$ cat src/rtl/ppg_mac.sv
// ----------------------------------------------------------------------------
// ppg_mac
// Shared multiply-accumulate unit: one 34x34 signed product per cycle.
// ----------------------------------------------------------------------------
module ppg_mac (
    input  logic               i_clk,
    input  logic               i_clr,
    input  logic               i_en,
    input  logic               i_sub,
    input  logic signed [33:0] i_a,
    input  logic signed [33:0] i_b,
    output logic signed [69:0] o_acc
);
    logic signed [67:0] r_prod;
    logic               r_en, r_sub, r_clr;
    logic signed [69:0] r_acc;

    // Product is registered before it is accumulated.
    always_ff @(posedge i_clk) begin
        r_prod <= i_a * i_b;
        r_en   <= i_en;
        r_sub  <= i_sub;
        r_clr  <= i_clr;
        if (r_clr) begin
            r_acc <= '0;
        end else if (r_en) begin
            r_acc <= r_sub ? r_acc - 70'(r_prod) : r_acc + 70'(r_prod);
        end
    end

    assign o_acc = r_acc;
endmodule

$ cat config.mk
export PLATFORM = sky130hd
export DESIGN_NAME = ppg_mac
export DESIGN_NICKNAME = d
export VERILOG_FILES = /design/src/rtl/ppg_mac.sv
export SDC_FILE = /design/constraint.sdc
export NUM_CORES = 2
export LEC_CHECK = 0
export ABC_AREA = 1
export BUFFER_PORTS_ARGS = -buffer_cell sky130_fd_sc_hd__buf_2
export CELL_PAD_IN_SITES_DETAIL_PLACEMENT = 1
export CELL_PAD_IN_SITES_GLOBAL_PLACEMENT = 1
export CORE_MARGIN = 10
export CORE_UTILIZATION = 54
export DETAILED_ROUTE_END_ITERATION = 16
export GPL_TIMING_DRIVEN = 0
export PLACE_DENSITY = 0.95
export RECOVER_POWER = 100
export SYNTH_ARGS = -nofsm -noshare
export SYNTH_HDL_FRONTEND = slang
export SYNTH_SLANG_ARGS = --single-unit
$ cat constraint.sdc
create_clock -name i_clk -period 24.3 [get_ports i_clk]
set_clock_uncertainty 0.15 [all_clocks]
set_input_delay 3.645 -clock i_clk [delete_from_list [all_inputs] [get_ports i_clk]]
set_output_delay 3.645 -clock i_clk [all_outputs]
set_load 0.02 [all_outputs]
# After elaboration in Yosys (flattened, before gate mapping)
# Index checks and enable logic that the tools add are counted.
[op_classes]
n_addsub = 2
multipliers = 1
mux = 1
[op_table]
columns = ["operator", "count"]
rows = [
  ["$add A70 B68 Y70", 1],
  ["$mux W70", 1],
  ["$sub A70 B68 Y70", 1],
  ["$mul A34 B34 Y68", 1],
]
[totals]
reg_bits = 141
in_bits = 72
output_inout_bits = 70
elab_cells = 9

# Logic depth before layout (Yosys ltp)
[depth]
word_depth = 2
depth_mapped = 33
depth_no_buf = 31

# Worst setup path after synthesis
# No wires, ideal clock.
[synth_path]
path_kind = "in2reg"
start = "input port i_a[33]"
end = "register r_prod[53]"
setup_ps = 72
arrival_time_ps = 10424
required_ps = 24078
setup_slack_ps = 13655
stages = 24
path_buffers = 2
path_cell_list = "clkbuf_1 clkbuf_1 nand2_1 inv_1 fa_1 fa_1 fa_1 fa_1 fa_1 fa_1 fa_1 inv_1 fa_1 inv_1 ha_1 nand2_1 nor2_1 inv_1 nor2_1 inv_1 nor2_1 nand4_1 o221ai_1 xor2_1"
[synth_via]
elab_chain_len = 1
[synth_rtl]
columns = ["element", "line", "text"]
rows = [
  ["start, declared", "10", "input logic signed [33:0] i_a,"],
  ["$mul A34 B34 Y68", "20", "r_prod <= i_a * i_b;"],
  ["end signal, assigned", "20", ""],
  ["end, declared", "14", "logic signed [67:0] r_prod;"],
]
# No other way between the ends.
# A chain may end at the register's enable or synchronous reset.

# Final worst setup path
[layout_path]
start = "input port i_a[33]"
end = "register r_prod[65]"
# The elaborated chain is that of the path after synthesis.

==> metrics.yaml <==
status: "finished, violations left"
failed_checks: "capacitance limit, slew limit"
clockRootBuffer: "clkbuf_16"
synthAdderAreaFrac_pct: 51.1
period_needed_ps: 13320
synthDistinctLibCells: 56
synth_fp_nets: 9030
antenna_found_initial: 38
synth.avg_cell_area_sq_um: 7.44
rsz0062_at_grt: "false"
postCtsHoldBufs: 0
clkLatencyLatePin_ps: 480
worstSetupPathType: "in2reg"
tns_ps: 0
dieArea_sq_um: 116000
cts_resized: 0
start_util_pct: 54.4
cts_tree: "built"
avgViaCountPerCell: 6.13
max_freq_mhz: 75.1
synth_cells: 7442
crit_required_ps: 24510
wl_mm: 287
ant_nets: 0
pin_count: 142
hpwl_mm: 238
grt_max_degree: 18
slew_violations: 118
synth_compound_area_share_pct: 5.20
critPathTopFamily: "adder cells"
grt_pass1_wl_mm: 408
synth_xor_area_share_pct: 2.63
drive_above_1_share_pct: 1.58
synth_top_family_by_area: "adder cells"
hold_start: "o_acc[0]"
cpPeakStageDelay_ps: 1570
port_buffers: 74
vias: 54800
arrival_ps: 13530
drt_iter0_markers: 5777
place_congestion: 1.07
area_growth_pct: 4.46
worst-path-stages: 22
h-tree-depth: 4
dr.pass1.iters: 8
setup_viol: 0
final_nets: 9125
rows: 117
synthMuxAreaShare_pct: 0
maxCapViolCount: 12
slew_headroom_pct: -7.93
ys_ff_latch: 141
worst_pin_slew_ps: 1620
nFillCells: 13200
cts_made_buffers: 17
reg2reg_setup_slack_ps: 18700
r2r_end: "o_acc[66]"
worst-path-buf-inv: 6
crit_slowest_cell: "fa_1"
track_usage_pct: 49.3
drc: 0
cts.reportedPaths.clkPinSlew_ps: 60
ys.warnings.count: 0
hold_viol_final: 0
synth.largest_area_cell: "fa_1"
post-route-period-util_pct: 54.8
dp_slack_ps: 11000
wl_per_cell_um: 32.1
grt_pass1_vias: 60700
post-cts-setup-buffers: 0
dp.cells: 8884
worst_setup_path_start_kind: "input pin"
cp-end-kind: "register"
reg2reg_from: "r_prod[0]"
cp_max_fo: 17
synth-simple-area-share_pct: 18.5
syn_area_sq_um: 55400
cts.path.max_buffers: 2
die_x_um: 340
crit_chain: "clkbuf_1 > clkbuf_1 > nand2_1 > inv_1 > fa_1 > fa_1 > fa_1 > fa_1 > inv_1 > fa_1 > fa_1 > fa_1 > fa_1 > inv_1 > ha_1 > nand2_1 > nor2_1 > inv_1 > nor4_1 > nand3_1 > nand3_1 > nand2_1"
layoutNonFillerInstCount: 8933
core-area_sq_um: 102000
clock_sinks: 141
overflow: 0
whs_path_depth: 2
min_to: "o_acc[0]"
crit_path_frequent_cell: "fa_1"
yosysTopAreaCellShare_pct: 44.9
fin_ws_ps: 10980
chipHeight_um: 340
holdCritPathClass: "reg2reg"
yosys-top-cells-area: "fa_1 (45%), inv_1 (15%), nand2_1 (12%), ha_1 (6.2%), dfxtp_1 (5.1%)"
seq_area_frac_synth_pct: 5.10
rr_worst_depth: 27
[flip-flops by register name (all words and copies together), names as in the netlist]
| signal | count |
|---|---|
| r_clr | 1 |
| r_sub | 1 |
| o_acc | 70 |
| r_en | 1 |
| r_prod | 68 |
[area by class of cell]
| cell class | instances | area [sq um] | area share, % |
|---|---|---|---|
| diodes | 15 | 37.5 | 0.0649 |
| plain buffers | 300 | 1140 | 1.97 |
| clock buffers | 17 | 425 | 0.736 |
| clock inverters | 15 | 128 | 0.221 |
| inverters | 2268 | 8510 | 14.7 |
| multi-input cells | 4733 | 42700 | 73.9 |
| flip-flops and latches | 141 | 2820 | 4.88 |
| well taps | 1368 | 1710 | 2.96 |
| repair buffers | 76 | 325 | 0.563 |
[synthesized netlist by cell type (all sizes together)]
cell	instances
a211oi	2
a21boi	7
a21o	15
a21oi	215
a31o	2
a31oi	18
a41oi	1
and3	2
buf	15
clkbuf	285
clkinv	4
dfxtp	141
fa	1242
ha	274
inv	2264
nand2	1763
nand3	145
nand3b	9
nand4	47
nor2	525
nor3	29
nor4	19
o2111ai	1
o211ai	12
o21a	11
o21ai	176
o21bai	29
o221ai	4
o311ai	1
o31ai	4
o41ai	1
or2	11
or3	2
xnor2	38
xor2	128
[worst reg2reg max path: stages (launching register included)]
cell	delay, ps
dfxtp_1	460
inv_1	260
ha_1	230
nand3_1	170
nor2_1	320
nand2_1	140
nor2_1	180
nand2_2	90
clkinvlp_2	200
nand4_1	230
o31ai_1	470
nand2_1	90
nand2_1	80
nand2_1	120
ha_1	470
nand2_1	180
nor2_2	210
inv_2	60
nor3_2	120
inv_2	100
nor2_1	290
nand2_1	100
inv_1	90
nand3_1	260
nand4_1	210
nand3_1	110
nand2_1	100
inv_1	40
[per-stage QoR]
stage / hold slack [ps] / util, % / instance area (sq um)
floorplan: 424 / - / 55400
global route: 479 / 56.8 / 57800
CTS: 416 / 57.0 / 58000
finish: 423 / 56.8 / 57800
global placement: 376 / 56.5 / 57400
detailed placement: 405 / 56.5 / 57400
[cells in the final DEF (no fill, tap or decap), drive strengths merged, types with 2 or more instances in the layout]
cell	netlist	routed
a211oi	2	2
a21boi	7	7
a21o	15	15
a21oi	215	215
a31o	2	2
a31oi	18	18
and3	2	2
buf	15	18
clkbuf	285	375
clkinv	4	11
clkinvlp	0	2
dfxtp	141	141
diode	0	15
fa	1242	1242
ha	274	274
inv	2264	2270
nand2	1763	1763
nand3	145	145
nand3b	9	9
nand4	47	47
nor2	525	525
nor3	29	29
nor4	19	19
o211ai	12	12
o21a	11	11
o21ai	176	176
o21bai	29	29
o221ai	4	4
o31ai	4	4
or2	11	11
or3	2	2
xnor2	38	38
xor2	128	128
[per-layer routing]
metal  track usage (%)  wire [um]
met5             0.583        275
met4              43.3      32200
met3              21.2      39500
met2              73.5     122000
met1              53.5      93400
[cells by family after synthesis]
kind of cell / Yosys count
AOI/OAI and AO/OA: 499
DFF: 141
and+or+nand+nor: 2552
xor gates and xnor gates: 166
buffers and inverters: 2568
adders and majority gates: 1516
[worst max path at each step]
stage / start / to / slack, ps
3_5_place_dp: i_a[33] / r_prod[65] / 11000
2_1_floorplan: i_a[33] / r_prod[53] / 13650
5_1_grt: i_a[33] / r_prod[65] / 10840
4_1_cts: i_a[33] / r_prod[65] / 11460
3_3_place_gp: i_a[33] / r_prod[65] / 11520
6_report: i_a[33] / r_prod[65] / 10980
Power is left out: the tool's default activity adds up to more than one toggle a clock period on the data nets, which glitch-free logic cannot reach.
