### src/rtl/ppg_pkg.sv
// ----------------------------------------------------------------------------
// ppg_pkg
// Fault codes, register indices, fixed-point constants and the CORDIC arctangent table.
// ----------------------------------------------------------------------------
package ppg_pkg;

    localparam logic [2:0] FC_NONE    = 3'd0;
    localparam logic [2:0] FC_LATCHED = 3'd1;
    localparam logic [2:0] FC_NONFIN  = 3'd2;
    localparam logic [2:0] FC_QUAT    = 3'd3;
    localparam logic [2:0] FC_TRANS   = 3'd4;
    localparam logic [2:0] FC_YAW     = 3'd5;

    localparam int ATAN_LEN = 24;
    localparam logic signed [27:0] HALF_PI_Q24 = 28'sd26353589;
    localparam logic signed [17:0] PI_Q13      = 18'sd25736;
    localparam logic signed [17:0] TWO_PI_Q13  = 18'sd51472;

    localparam logic [1:0] REG_TOL   = 2'd0;
    localparam logic [1:0] REG_TRANS = 2'd1;
    localparam logic [1:0] REG_YAW   = 2'd2;

    function automatic logic [23:0] atan_q24(input logic [4:0] i);
        case (i)
            5'd0:  atan_q24 = 24'd13176795;
            5'd1:  atan_q24 = 24'd7778716;
            5'd2:  atan_q24 = 24'd4110060;
            5'd3:  atan_q24 = 24'd2086331;
            5'd4:  atan_q24 = 24'd1047214;
            5'd5:  atan_q24 = 24'd524117;
            5'd6:  atan_q24 = 24'd262123;
            5'd7:  atan_q24 = 24'd131069;
            5'd8:  atan_q24 = 24'd65536;
            5'd9:  atan_q24 = 24'd32768;
            5'd10: atan_q24 = 24'd16384;
            5'd11: atan_q24 = 24'd8192;
            5'd12: atan_q24 = 24'd4096;
            5'd13: atan_q24 = 24'd2048;
            5'd14: atan_q24 = 24'd1024;
            5'd15: atan_q24 = 24'd512;
            5'd16: atan_q24 = 24'd256;
            5'd17: atan_q24 = 24'd128;
            5'd18: atan_q24 = 24'd64;
            5'd19: atan_q24 = 24'd32;
            5'd20: atan_q24 = 24'd16;
            5'd21: atan_q24 = 24'd8;
            5'd22: atan_q24 = 24'd4;
            5'd23: atan_q24 = 24'd2;
            default: atan_q24 = 24'd0;
        endcase
    endfunction

endpackage

### src/rtl/ppg_cordic.sv
// ----------------------------------------------------------------------------
// ppg_cordic
// Iterative CORDIC vectoring unit: one micro-rotation per cycle, atan2 in Q3.13.
// ----------------------------------------------------------------------------
module ppg_cordic #(
    parameter int STEPS = 16
) (
    input  logic               i_clk,
    input  logic               i_rst_n,
    input  logic               i_start,
    input  logic signed [35:0] i_x,
    input  logic signed [35:0] i_y,
    output logic               o_done,
    output logic signed [15:0] o_yaw
);
    import ppg_pkg::*;

    localparam int NSTEP = (STEPS > ATAN_LEN) ? ATAN_LEN : STEPS;

    // Vectors grow by about 1.65, so 38 bits hold them.
    logic signed [37:0] r_x, r_y;
    logic signed [27:0] r_z;
    logic [4:0]         r_i;
    logic               r_busy;
    logic               r_done;

    logic signed [37:0] xs, ys, x0, y0;
    logic signed [27:0] z0, at, zr;

    always_comb begin
        xs = r_x >>> r_i;
        ys = r_y >>> r_i;
        at = $signed({4'd0, atan_q24(r_i)});
        x0 = 38'(i_x);
        y0 = 38'(i_y);
        z0 = '0;
        // A left half plane vector is turned by a quarter turn first.
        if (i_x < 0) begin
            if (i_y >= 0) begin
                x0 = 38'(i_y);
                y0 = -38'(i_x);
                z0 = HALF_PI_Q24;
            end else begin
                x0 = -38'(i_y);
                y0 = 38'(i_x);
                z0 = -HALF_PI_Q24;
            end
        end
        zr = (r_z + 28'sd1024) >>> 11;
    end

    always_ff @(posedge i_clk) begin
        if (!i_rst_n) begin
            r_busy <= 1'b0;
            r_done <= 1'b0;
            r_i    <= '0;
        end else begin
            r_done <= 1'b0;
            if (i_start) begin
                r_x    <= x0;
                r_y    <= y0;
                r_z    <= z0;
                r_i    <= '0;
                r_busy <= 1'b1;
            end else if (r_busy) begin
                if (r_y > 0) begin
                    r_x <= r_x + ys;
                    r_y <= r_y - xs;
                    r_z <= r_z + at;
                end else if (r_y < 0) begin
                    r_x <= r_x - ys;
                    r_y <= r_y + xs;
                    r_z <= r_z - at;
                end
                if (r_i == 5'(NSTEP - 1)) begin
                    r_busy <= 1'b0;
                    r_done <= 1'b1;
                end
                r_i <= r_i + 5'd1;
            end
        end
    end

    assign o_done = r_done;
    assign o_yaw  = zr[15:0];
endmodule

### config.mk
export PLATFORM = sky130hd
export DESIGN_NAME = ppg_cordic
export DESIGN_NICKNAME = d
export VERILOG_FILES = /design/src/rtl/ppg_pkg.sv /design/src/rtl/ppg_cordic.sv
export SDC_FILE = /design/constraint.sdc
export NUM_CORES = 1
export LEC_CHECK = 0
export BUFFER_PORTS_ARGS = -buffer_cell sky130_fd_sc_hd__buf_2
export CORE_ASPECT_RATIO = 1.2
export CORE_UTILIZATION = 52
export CTS_CLUSTER_DIAMETER = 60
export CTS_CLUSTER_SIZE = 10
export DETAILED_ROUTE_END_ITERATION = 10
export GPL_TIMING_DRIVEN = 0
export PLACE_DENSITY_LB_ADDON = 0.25
export SYNTH_ARGS = -nofsm -noshare
export SYNTH_HDL_FRONTEND = slang
export SYNTH_SLANG_ARGS = --single-unit
### constraint.sdc
create_clock -name i_clk -period 26.7 [get_ports i_clk]
set_input_delay 2.67 -clock i_clk [delete_from_list [all_inputs] [get_ports i_clk]]
set_output_delay 2.67 -clock i_clk [all_outputs]
set_load 0.01 [all_outputs]
---- Word-level counts from Yosys, hierarchy flattened ----
Memory sizes are Yosys's and may differ from the RTL's. A register that Yosys moved wholly into a read port is not among the register bits.
Index checks and enable logic that the tools add are counted.
storage, ports and cells
  memories ................................ 1
  register bits ........................... 111
  memory bits (read-only) ................. 768
memory list
  name              words  bits a word  read ports  clocked after memory_dff  write ports  line           text
  (name not given)  32     24           1           1                         0            ppg_pkg.sv:24  case (i)
cells by class
  equal/unequal tests ..................... 1
  shift-type cells ........................ 2
  reduce and logical (&&, ||, !) cells .... 5
  add/subtract/negate cells ............... 10
  multiplexer cells ....................... 24
  bitwise operators ....................... 2
  order comparisons ....................... 4
operators with widths
  kind                                                                                   count
  38-bit two-way mux                                                                     12
  28-bit two-way mux                                                                     6
  38-bit adder                                                                           2
  36-bit negation with 38-bit output                                                     2
  38-bit by 5-bit >>> shifter with 38-bit output                                         2
  38-bit subtractor                                                                      2
  38-bit by 1-bit greater-than comparator with 1-bit output (second input constant)      1
  38-bit by 1-bit less-than comparator with 1-bit output (second input constant)         1
  36-bit by 1-bit greater-or-equal comparator with 1-bit output (second input constant)  1
  36-bit by 1-bit less-than comparator with 1-bit output (second input constant)         1
  28-bit by 25-bit adder with 28-bit output                                              1
  28-bit by 25-bit subtractor with 28-bit output                                         1
  27-bit by 12-bit adder with 27-bit output (second input constant)                      1
  5-bit two-way mux                                                                      2
  5-bit by 1-bit adder with 5-bit output (second input constant)                         1
  5-bit by 4-bit == test with 1-bit output (second input constant)                       1
  1-bit two-way mux                                                                      4
  3-bit AND reduction                                                                    1
  3-bit nonzero test                                                                     1
  3-bit OR reduction                                                                     1
  1-bit NOT                                                                              2
  2-bit nonzero test                                                                     1
  2-bit OR reduction                                                                     1

---- Longest topological paths before layout ----
  word-level depth ........................ 6
  mapped depth ............................ 30
  mapped depth without buffers ............ 23

---- Least setup slack after synthesis ----
OpenSTA, ideal clock, no wires.
  path type ............................... input to register
  start point ............................. input port i_start
  end point ............................... register r_x[0], enable pin
  data required time ...................... 25.977 ns
  arrival ................................. 10.913 ns
  path slack .............................. 15.064 ns
  buffers on the path ..................... 3
  stages .................................. 5
  cells stage by stage .................... clkbuf_1 clkbuf_1 inv_1 clkbuf_1 a21boi_0
between the ends
  word-level cells in the longest chain between the ends .. 2
  elaborated cells between the ends (all ways) .. 3
  those cells by class .................... reduce/logical: 3
RTL lines
  item                                                                line              text
  start: declaration                                                  ppg_cordic.sv:10  input logic i_start,
  3-bit nonzero test (no line) or 2-bit nonzero test (tied branches)  -
  3-bit AND reduction (no line) (*)                                   -
  end signal: assignment                                              ppg_cordic.sv:67  r_x <= r_x + ys;
  end signal: assignment                                              ppg_cordic.sv:71  r_x <= r_x - ys;
  end: declaration                                                    ppg_cordic.sv:21  logic signed [37:0] r_x, r_y;
Every way passes the cells marked *; elsewhere a longest branch is shown, timed or not.
A chain may end at the register's enable or synchronous reset.

---- Worst setup path after layout ----
  start point ............................. register r_i[3]
  end point ............................... register r_y[34], data pin
between the ends
  word-level cells in the longest chain between the ends .. 6
  elaborated cells between the ends (all ways) .. 7
  those cells by class .................... add/sub: 2; shift: 1; mux: 4
RTL lines
  item                                                line              text
  start: declaration                                  ppg_cordic.sv:23  logic [4:0] r_i;
  start signal: assignment                            ppg_cordic.sv:79  r_i <= r_i + 5'd1;
  38-bit by 5-bit >>> shifter with 38-bit output (*)  ppg_cordic.sv:31  xs = r_x >>> r_i;
  38-bit adder                                        ppg_cordic.sv:72  r_y <= r_y + xs;
  38-bit two-way mux                                  ppg_cordic.sv:70  end else if (r_y < 0) begin
  38-bit two-way mux (*)                              ppg_cordic.sv:66  if (r_y > 0) begin
  38-bit two-way mux (*)                              ppg_cordic.sv:65  end else if (r_busy) begin
  38-bit two-way mux (*)                              ppg_cordic.sv:59  if (i_start) begin
  end signal: assignment                              ppg_cordic.sv:61  r_y <= y0;
  end signal: assignment                              ppg_cordic.sv:68  r_y <= r_y - xs;
  end signal: assignment                              ppg_cordic.sv:72
  end: declaration                                    ppg_cordic.sv:21
Every way passes the cells marked *; elsewhere a longest branch is shown, timed or not. The select of a mux whose other input is x is not followed.

==> flow_summary.yaml <==
synthesis:
  synth_top_area_frac: 0.148
  synthTopCellsByArea: "edfxtp_1, mux4_2, ha_1"
  syn_area_um2: 20900
  syn_nets: 2725
  ys_seq_area_frac: 0.178
  synth-main-ff-cell: "edfxtp_1"
  syn-mean-instance-area_um2: 8.27
  synth_warnings: 0
  yosysUniqueCellTypes: 96
  yosys-top-cells-count: "o21ai_0, nand2_1, a21oi_1"
  synth_edf_count: 103
  synth-seq-cells: 134
  yosysTopAreaCell: "edfxtp_1"
  synth_most_common_cell: "o21ai_0"
  synthArstFlopShare: 0
  netlist_instances: 2531
status:
  status: "finished, violations left"
  violations: "max-capacitance violations, max-slew violations"
clock_network:
  clock_latency_ns: 0.48
  tritoncts: "done"
  cts_setup_buffers: 0
  cts_resized: 0
  cts_root_buf: "clkbuf_16"
  cts-buffers-inserted: 17
  h-tree-depth: 4
  clock_sinks: 134
  cts_buffer_depth: 2
  clk_pin_slew_worst_paths_ns: 0.07
  holdBufCountCts: 0
routing:
  wirelength_um: 103000
  route.detailed.wl_per_inst_um: 32.4
  drt_iter0_drc: 3376
  dr_total_vias: 23800
  route.antenna.remaining_nets: 0
  drc_errors: 0
  first_pass_iters: 6
  avgViaCountPerCell: 7.45
final_layout:
  fin_util: 0.572
  fin_cells: 3192
  drive_above_1_share: 0.124
  nets: 2838
  synthToLayoutAreaGrowth_pct: 8.61
  design_area_um2: 22700
die:
  die_w_um: 185
  core_um2: 39700
  initial_core_util: 0.526
  die-area_um2: 41000
  ios: 92
  die_y_um: 222
  rows: 80
critical_path:
  crit_path_max_fanout: 10
  start_kind: "register"
  crit_required_ns: 26.89
  worstSetupPathType: "reg -> reg"
  critPathCaptureType: "register"
  rrSetupSlack_ns: 16.53
  rr_endpoint: "r_y[34]"
  worstPathArrival_ns: 10.36
  worstReg2RegStart: "r_i[3]"
  r2r.worst_path.cells: 23
hold_path:
  whs_path_depth: 3
  hold_class: "reg -> reg"
  min_from: "r_i[1]"
  min_to: "r_i[1]"
run:
  maxCapViolCount: 2
placement:
  dp_hpwl_um: 79900
  io_buffer_count: 90
  gp_congestion: 1.18
  placedCellCount: 3158
  dpl_cell_area_um2: 22100
sta:
  clock.fmax_mhz: 98.3
  final_max_slew_viol_count: 10
  timing.final.crit_share: 0.381
  hold_violations: 0
  slew_headroom: -0.0392
  worstMarginPinSlew_ns: 1.56
  finalSetupTns_ns: 0
  skew_ns: 0.0144
  finalSetupViolCount: 0
  rsz0062_at_grt: "false"
  period_minus_slack_ns: 10.17
pwr:
  ir_worst_vdd_uv: 84.5
  power_mw: 1.95
  p_leak_nw: 8.58
  power_density_nw_per_um2: 86.0
global_route:
  antenna_found_initial: 3
  grt_max_degree: 29
  grt_first_pass_wirelength_um: 149000
  grt_pass1_vias: 22700
  track_usage: 0.502
  overflow: 0
## routing by layer
metal  routed length [µm]  vias to the layer above  track usage
met3                14100                      583        0.178
met1                34900                    11200        0.571
met2                43900                     2053        0.745
li1                     -                     9913            -
met4                10400                        6        0.428
met5                   49                        -            0
## kinds of logic after synthesis
group | count (synthesis) | synth area share
muxes | 228 | 0.172
DFF | 134 | 0.178
adders and majority gates | 119 | 0.0722
xor gates and xnor gates | 238 | 0.0996
buffers and inverters | 235 | 0.0487
AOI/OAI and AO/OA | 818 | 0.253
and+or+nand+nor | 759 | 0.176
## area by class of cell
class | instances | area [µm²]
clock buffer | 20 | 479
sequential | 134 | 3710
multi-input combinational | 2162 | 16200
fill | 3678 | 17000
inverter | 74 | 278
tap | 533 | 667
timing repair buffer | 94 | 538
clock inverter | 12 | 101
antenna | 2 | 5.00
buffer | 161 | 741
## placed cells by master (no fill, tap or decap), types with 25 or more instances in the layout
cell type / count
nand2_1: 221
a21o_1: 59
clkbuf_1: 96
ha_1: 116
dfxtp_1: 31
xor2_1: 113
or3_1: 33
nor4_1: 29
nor3_1: 60
nand3_1: 63
nor2b_1: 27
nand2b_1: 30
buf_2: 109
xnor2_1: 125
mux2i_1: 90
a31oi_1: 27
a21oi_1: 181
o211ai_1: 77
o21ai_0: 222
nor2_1: 179
o31ai_1: 33
a211oi_1: 25
buf_1: 31
mux2_2: 36
mux4_2: 95
inv_1: 71
edfxtp_1: 103
## where the power goes
part | leakage (nW) | switching, mW | internal [mW]
sequential | 1.24 | 0.115 | 0.292
combinational | 7.05 | 0.780 | 0.522
clock | 0.292 | 0.111 | 0.133
total | 8.58 | 1.01 | 0.948
## critical path: stages, from the launching register on
cell	delay, ns
dfxtp_1	0.32
buf_2	0.26
clkbuf_1	0.63
clkbuf_1	0.78
buf_2	0.55
buf_1	0.87
clkbuf_1	0.73
nor2_1	0.14
a211oi_2	0.50
ha_1	0.26
inv_1	0.05
or3b_4	0.41
or4_4	0.60
or4_4	0.63
o21ai_0	0.25
xor2_1	0.11
ha_1	0.41
nand2_1	0.11
nor4_1	0.92
a31oi_1	0.56
o211ai_1	0.36
o211ai_1	0.15
xor2_1	0.18
mux2i_1	0.09
## through the flow
| step | hold slack [ns] | setup WS, ns |
|---|---|---|
| after CTS | 0.698 | 17.13 |
| after floorplan | 0.615 | 15.06 |
| after global routing | 0.741 | 16.52 |
| after global placement | 0.645 | 9.61 |
| after detailed placement | 0.682 | 17.17 |
| final | 0.698 | 16.53 |
## sequential cells by signal (all words and copies together) (netlist names)
signal / flops
r_x: 38
r_y: 38
r_z: 27
at: 24
r_i: 5
o_done: 1
r_busy: 1
## worst max-delay path by stage
stage / depth (start not counted) / start / slack (ns) / end
3_3_place_gp: 5 / i_start / 9.61 / r_z[14]
3_5_place_dp: 23 / r_i[3] / 17.17 / r_y[34]
4_1_cts: 23 / r_i[3] / 17.13 / r_y[34]
6_report: 23 / r_i[3] / 16.53 / r_y[34]
5_1_grt: 23 / r_i[3] / 16.52 / r_y[34]
2_1_floorplan: 5 / i_start / 15.06 / r_x[0]
Power figures use the tool's default switching activity.
